[config.mk]
export PLATFORM = sky130hd
export DESIGN_NAME = ttint_ctrl
export DESIGN_NICKNAME = d
export VERILOG_FILES = /design/src/hw/rtl/ttint_pkg.sv /design/src/hw/rtl/ttint_ctrl.sv
export SDC_FILE = /design/constraint.sdc
export NUM_CORES = 1
export LEC_CHECK = 0
export BUFFER_PORTS_ARGS = -buffer_cell sky130_fd_sc_hd__buf_2
export CAP_MARGIN = 20
export CORE_MARGIN = 4
export CORE_UTILIZATION = 50
export CTS_CLUSTER_SIZE = 30
export DETAILED_ROUTE_END_ITERATION = 8
export GPL_TIMING_DRIVEN = 0
export PLACE_DENSITY = 0.81
export SYNTH_ARGS = -nofsm -noshare
export SYNTH_HDL_FRONTEND = slang
export SYNTH_SLANG_ARGS = --single-unit
[constraint.sdc]
create_clock -name clk -period 2.22 [get_ports clk]
set_clock_uncertainty 0.1 [all_clocks]
set_input_delay 0.222 -clock clk [delete_from_list [all_inputs] [get_ports clk]]
set_output_delay 0.222 -clock clk [all_outputs]
set_load 0.01 [all_outputs]
[src/hw/rtl/ttint_pkg.sv]
package ttint_pkg;

	// Field widths
	localparam int BOUND_W = 32;
	localparam int N_W     = 21;
	localparam int DEG_W   = 4;
	localparam int RES_W   = 48;

	// Shared long divider: 96-bit dividend, one quotient bit per cycle
	localparam int DIV_W = 96;
	localparam int CNT_W = $clog2(DIV_W);

	localparam logic [63:0] SMAX64 = 64'h7FFF_FFFF_FFFF_FFFF;
	localparam logic [63:0] SMIN64 = 64'h8000_0000_0000_0000;
	localparam logic [63:0] TWO48  = 64'd1 << 48;
	localparam logic [63:0] HALF_Q28 = 64'd1 << 27;

	// |c_k| = round(2^48 / k!), Q.48
	localparam logic [63:0] COEF_MAG [16] = '{
		(TWO48 + 64'd1 / 2) / 64'd1,
		(TWO48 + 64'd1 / 2) / 64'd1,
		(TWO48 + 64'd2 / 2) / 64'd2,
		(TWO48 + 64'd6 / 2) / 64'd6,
		(TWO48 + 64'd24 / 2) / 64'd24,
		(TWO48 + 64'd120 / 2) / 64'd120,
		(TWO48 + 64'd720 / 2) / 64'd720,
		(TWO48 + 64'd5040 / 2) / 64'd5040,
		(TWO48 + 64'd40320 / 2) / 64'd40320,
		(TWO48 + 64'd362880 / 2) / 64'd362880,
		(TWO48 + 64'd3628800 / 2) / 64'd3628800,
		(TWO48 + 64'd39916800 / 2) / 64'd39916800,
		(TWO48 + 64'd479001600 / 2) / 64'd479001600,
		(TWO48 + 64'd6227020800 / 2) / 64'd6227020800,
		(TWO48 + 64'd87178291200 / 2) / 64'd87178291200,
		(TWO48 + 64'd1307674368000 / 2) / 64'd1307674368000
	};

	// sin + cos series: sign is negative for k mod 4 in {2,3}
	function automatic logic [63:0] coef_value(input logic [DEG_W-1:0] k);
		coef_value = k[1] ? (64'd0 - COEF_MAG[k]) : COEF_MAG[k];
	endfunction

	// Sample point select
	localparam logic [1:0] X_INT = 2'd0;
	localparam logic [1:0] X_A   = 2'd1;
	localparam logic [1:0] X_B   = 2'd2;

	// Multiplier operand select
	localparam logic [1:0] MUL_H_LO = 2'd0;
	localparam logic [1:0] MUL_H_HI = 2'd1;
	localparam logic [1:0] MUL_S_LO = 2'd2;
	localparam logic [1:0] MUL_S_HI = 2'd3;

	typedef struct packed {
		logic       load;
		logic       div_start;
		logic       div_scale;
		logic       step_init;
		logic       advance;
		logic       x_load;
		logic [1:0] x_sel;
		logic       mul_en;
		logic [1:0] mul_sel;
		logic       horner;
		logic       ends_load;
		logic       ends_add;
		logic       rnd_load;
		logic       rnd_ends;
		logic       sum_add;
		logic       smag_load;
		logic       res_load;
		logic       emit;
	} ttint_cmd_t;

	typedef struct packed {
		logic more_points;
		logic k_last;
		logic div_done;
	} ttint_stat_t;

endpackage

[src/hw/rtl/ttint_ctrl.sv]
module ttint_ctrl import ttint_pkg::*; (
	input  logic        clk,
	input  logic        arst_n,
	input  logic        request_valid,
	output logic        request_stall,
	output logic        result_valid,
	input  logic        result_stall,
	input  ttint_stat_t stat,
	output ttint_cmd_t  cmd
);

	localparam logic [4:0] S_IDLE  = 5'd0;
	localparam logic [4:0] S_DIV0  = 5'd1;
	localparam logic [4:0] S_DIVW  = 5'd2;
	localparam logic [4:0] S_NEXT  = 5'd3;
	localparam logic [4:0] S_LOADX = 5'd4;
	localparam logic [4:0] S_HLO   = 5'd5;
	localparam logic [4:0] S_HHI   = 5'd6;
	localparam logic [4:0] S_HCMB  = 5'd7;
	localparam logic [4:0] S_ENDS  = 5'd8;
	localparam logic [4:0] S_RND   = 5'd9;
	localparam logic [4:0] S_SADD  = 5'd10;
	localparam logic [4:0] S_SMAG  = 5'd11;
	localparam logic [4:0] S_SLO   = 5'd12;
	localparam logic [4:0] S_SHI   = 5'd13;
	localparam logic [4:0] S_DIV1  = 5'd14;
	localparam logic [4:0] S_DIVW2 = 5'd15;
	localparam logic [4:0] S_FIN   = 5'd16;

	localparam logic [1:0] PH_INT = 2'd0;
	localparam logic [1:0] PH_A   = 2'd1;
	localparam logic [1:0] PH_B   = 2'd2;

	logic [4:0] state_q, state_d;
	logic [1:0] phase_q, phase_d;
	logic       out_valid_q;
	logic       slot_free;

	assign slot_free = !out_valid_q || !result_stall;

	always_comb begin
		state_d = state_q;
		phase_d = phase_q;
		cmd     = '0;
		case (state_q)
			S_IDLE: begin
				if (request_valid) begin
					cmd.load = 1'b1;
					state_d  = S_DIV0;
				end
			end
			S_DIV0: begin
				cmd.div_start = 1'b1;
				state_d       = S_DIVW;
			end
			S_DIVW: begin
				if (stat.div_done) begin
					cmd.step_init = 1'b1;
					phase_d       = PH_INT;
					state_d       = S_NEXT;
				end
			end
			S_NEXT: begin
				if (stat.more_points)
					cmd.advance = 1'b1;
				else
					phase_d = PH_A;
				state_d = S_LOADX;
			end
			S_LOADX: begin
				cmd.x_load = 1'b1;
				case (phase_q)
					PH_A:    cmd.x_sel = X_A;
					PH_B:    cmd.x_sel = X_B;
					default: cmd.x_sel = X_INT;
				endcase
				state_d = S_HLO;
			end
			S_HLO: begin
				cmd.mul_en  = 1'b1;
				cmd.mul_sel = MUL_H_LO;
				state_d     = S_HHI;
			end
			S_HHI: begin
				cmd.mul_en  = 1'b1;
				cmd.mul_sel = MUL_H_HI;
				state_d     = S_HCMB;
			end
			S_HCMB: begin
				cmd.horner = 1'b1;
				if (!stat.k_last)
					state_d = S_HLO;
				else if (phase_q == PH_INT)
					state_d = S_RND;
				else
					state_d = S_ENDS;
			end
			S_ENDS: begin
				if (phase_q == PH_A) begin
					cmd.ends_load = 1'b1;
					phase_d       = PH_B;
					state_d       = S_LOADX;
				end else begin
					cmd.ends_add = 1'b1;
					state_d      = S_RND;
				end
			end
			S_RND: begin
				cmd.rnd_load = 1'b1;
				cmd.rnd_ends = (phase_q == PH_B);
				state_d      = S_SADD;
			end
			S_SADD: begin
				cmd.sum_add = 1'b1;
				state_d     = (phase_q == PH_B) ? S_SMAG : S_NEXT;
			end
			S_SMAG: begin
				cmd.smag_load = 1'b1;
				state_d       = S_SLO;
			end
			S_SLO: begin
				cmd.mul_en  = 1'b1;
				cmd.mul_sel = MUL_S_LO;
				state_d     = S_SHI;
			end
			S_SHI: begin
				cmd.mul_en  = 1'b1;
				cmd.mul_sel = MUL_S_HI;
				state_d     = S_DIV1;
			end
			S_DIV1: begin
				cmd.div_start = 1'b1;
				cmd.div_scale = 1'b1;
				state_d       = S_DIVW2;
			end
			S_DIVW2: begin
				if (stat.div_done) begin
					cmd.res_load = 1'b1;
					state_d      = S_FIN;
				end
			end
			S_FIN: begin
				if (slot_free) begin
					cmd.emit = 1'b1;
					state_d  = S_IDLE;
				end
			end
			default: begin
				state_d = S_IDLE;
			end
		endcase
	end

	always_ff @(posedge clk or negedge arst_n) begin
		if (!arst_n) begin
			state_q     <= S_IDLE;
			phase_q     <= PH_INT;
			out_valid_q <= 1'b0;
		end else begin
			state_q <= state_d;
			phase_q <= phase_d;
			if (cmd.emit)
				out_valid_q <= 1'b1;
			else if (!result_stall)
				out_valid_q <= 1'b0;
		end
	end

	assign request_stall = (state_q != S_IDLE);
	assign result_valid  = out_valid_q;

endmodule

==> metrics <==
Critical Path Source Type flop; row count 14; Clock Pin Slew Worst Setup and Hold Paths 0.05 ns; max_cap viols 0; Nets 150; H-tree Lvls 1; Yosys reg bits 8; commonest non-fill, non-tap cell in the layout buf_2; CTS tree yes; largest cells by area after synthesis dfrtp_1 25%, nand2_1 8.6%, nor2_1 8.1%; asr flop ratio synth 100%; largest net degree at the start of global routing 11; Tmin final 2.03 ns; clk_lat worst skew 0.26 ns; CTS root buffer clkbuf_4; total routed wirelength 2.32 mm; Setup Crit Path Kind reg -> out; critical path peak fanout 10; Hold Path Class in -> reg; Vias/cell 5.97; top-area cell type share of the netlist area 25.4%; unrepaired setup endpoints after global routing false; slew at the pin closest to its max-slew limit 0.338 ns; vias in the first global route 720; VDD IR max 0.000882 V; Yosys Warn Count 0; die width 47.7 um; starting density of the core 52.9%; number of flops mapped to enable cells by yosys 0; Lkg Pwr 0.513 nW; total global-route track usage 21.2%; Max Buffers Root-to-Sink 2; Synth area leader dfrtp_1; GPL Wtd Cong 0.895; number of setup violations in the final report 0; post-route ant nets 0; commonest cells after routing, fill and taps aside 34 x buf_2, 18 x nand2_1, 16 x nor2_1; WP data arrival 1.71 ns; Syn Nets 116; top_reg_cell synth dfrtp_1; placed instance count 153; Iteration-0 DRC Markers 29; die height 47.7 um; WHS Path Cells 2; Non-Filler Instances 157; cell count after synthesis 109; worst hold slack 0.0956 ns; Worst Reg2Reg Path Length in Cells 5; final core occ 66.4%; syn avg cell area 7.22 um2; Vias 938; die area 2270 um2; worst relative slew slack 77.5%; post-synthesis sequential area ratio 25.4%; I/O Pins 29; areal power density over the cells 1330 nW/um2; layout cells sized above 1 31.9%; status finished clean; post-synthesis cell type count 37; CTS Buf Count 3; CORE AREA 1490 um2; period utilization 91.5%; n_diodes 0; fin. max-slew vios 0; global route overflow 0; DR pass1 iterations 4; Area Overhead vs Synth 25.6%; initial antenna violation count 0; HPWL Detailed 1.77 mm; setup TNS 0 ns; first-pass GRT wire length 3.38 mm; Final Hold Fails 0; maximum clock rate 0.492 GHz; clk sinks 8; crit end category output pin; Req. time, crit path 1.90 ns; Port Buf Inserts 28; Routed wire per std cell 14.8 um; DRC Markers 0; Mapped Area 787 um2
-- state kept, by name, indices dropped and copies added (netlist names) --
register and flops:
state_q 5, phase_q 2, result_valid 1
-- cell usage after synthesis, types with 3 or more instances --
master    number
dfrtp_1        8
nand2b_1       3
a21oi_1        5
nor2b_1        3
nor2_1        17
o211ai_1       3
buf_2          6
inv_1          6
o21ai_0        4
nand2_1       18
and3_1         4
-- layer usage --
metal / vias up / share of wire (%) / GRT usage, %
met4: 0 / 2.0 / 6.45
met2: 51 / 49 / 34.2
met1: 433 / 42 / 28.8
met5: - / 0 / 0
li1: 447 / - / -
met3: 7 / 7.1 / 3.76
-- cell type report --
class	instances	area [um2]
multi-input cells	85	513
fillers	132	500
flip-flops and latches	8	200
repair buffers	29	150
plain buffers	10	60.1
clock buffers	3	22.5
inverters	6	22.5
well taps	16	20.0
-- where the power goes --
group / leakage [nW] / internal, mW / switching [mW]
clock: 0.0138 / 0.0622 / 0.0540
sequential: 0.103 / 0.201 / 0.0337
combinational: 0.397 / 0.372 / 0.589
-- per-stage QoR --
step / cell area [um2] / power (mW) / setup slack [ns]
3_5_place_dp: 947 / 1.17 / 0.372
6_report: 988 / 1.31 / 0.189
5_1_grt: 988 / 1.41 / 0.0744
4_1_cts: 980 / 1.28 / 0.0580
3_3_place_gp: 947 / 1.14 / 0.389
2_1_floorplan: 787 / 0.925 / 0.535
-- kinds of logic after synthesis --
kind of cell              count (synthesis)  synth area share (%)
xor gates and xnor gates                  1                  1.11
DFF                                       8                  25.4
and+or+nand+nor                          58                  36.7
buffers and inverters                    16                  10.5
AOI/OAI and AO/OA                        26                  26.2
-- worst max-delay path, stage by stage, from the launching register on --
cell and delay (ns):
dfrtp_1 0.37, buf_6 0.14, buf_2 0.20, nor3_4 0.29, nand3b_1 0.17, a21oi_1 0.13
buf_2 0.14
-- path summary, 6_finish.rpt --
path | start | end | slack [ns]
worst max-delay path | state_q[3] | cmd[0] | 0.19
worst min-delay path | stat[2] | phase_q[0] | 0.1
worst max register to register | state_q[4] | state_q[0] | 0.62
worst min register to register | result_valid | result_valid | 0.43
max in group asynchronous | arst_n | phase_q[0] | 1.62
min in group asynchronous | arst_n | state_q[0] | 0.23
-- timing repair --
item	in CTS	in global routing
hold endpoints to repair	8	0
resized for setup	0	2
hold buffers	1	0
buffers inserted	0	0
setup endpoints to repair	0	2
Power figures use the tool's default switching activity.
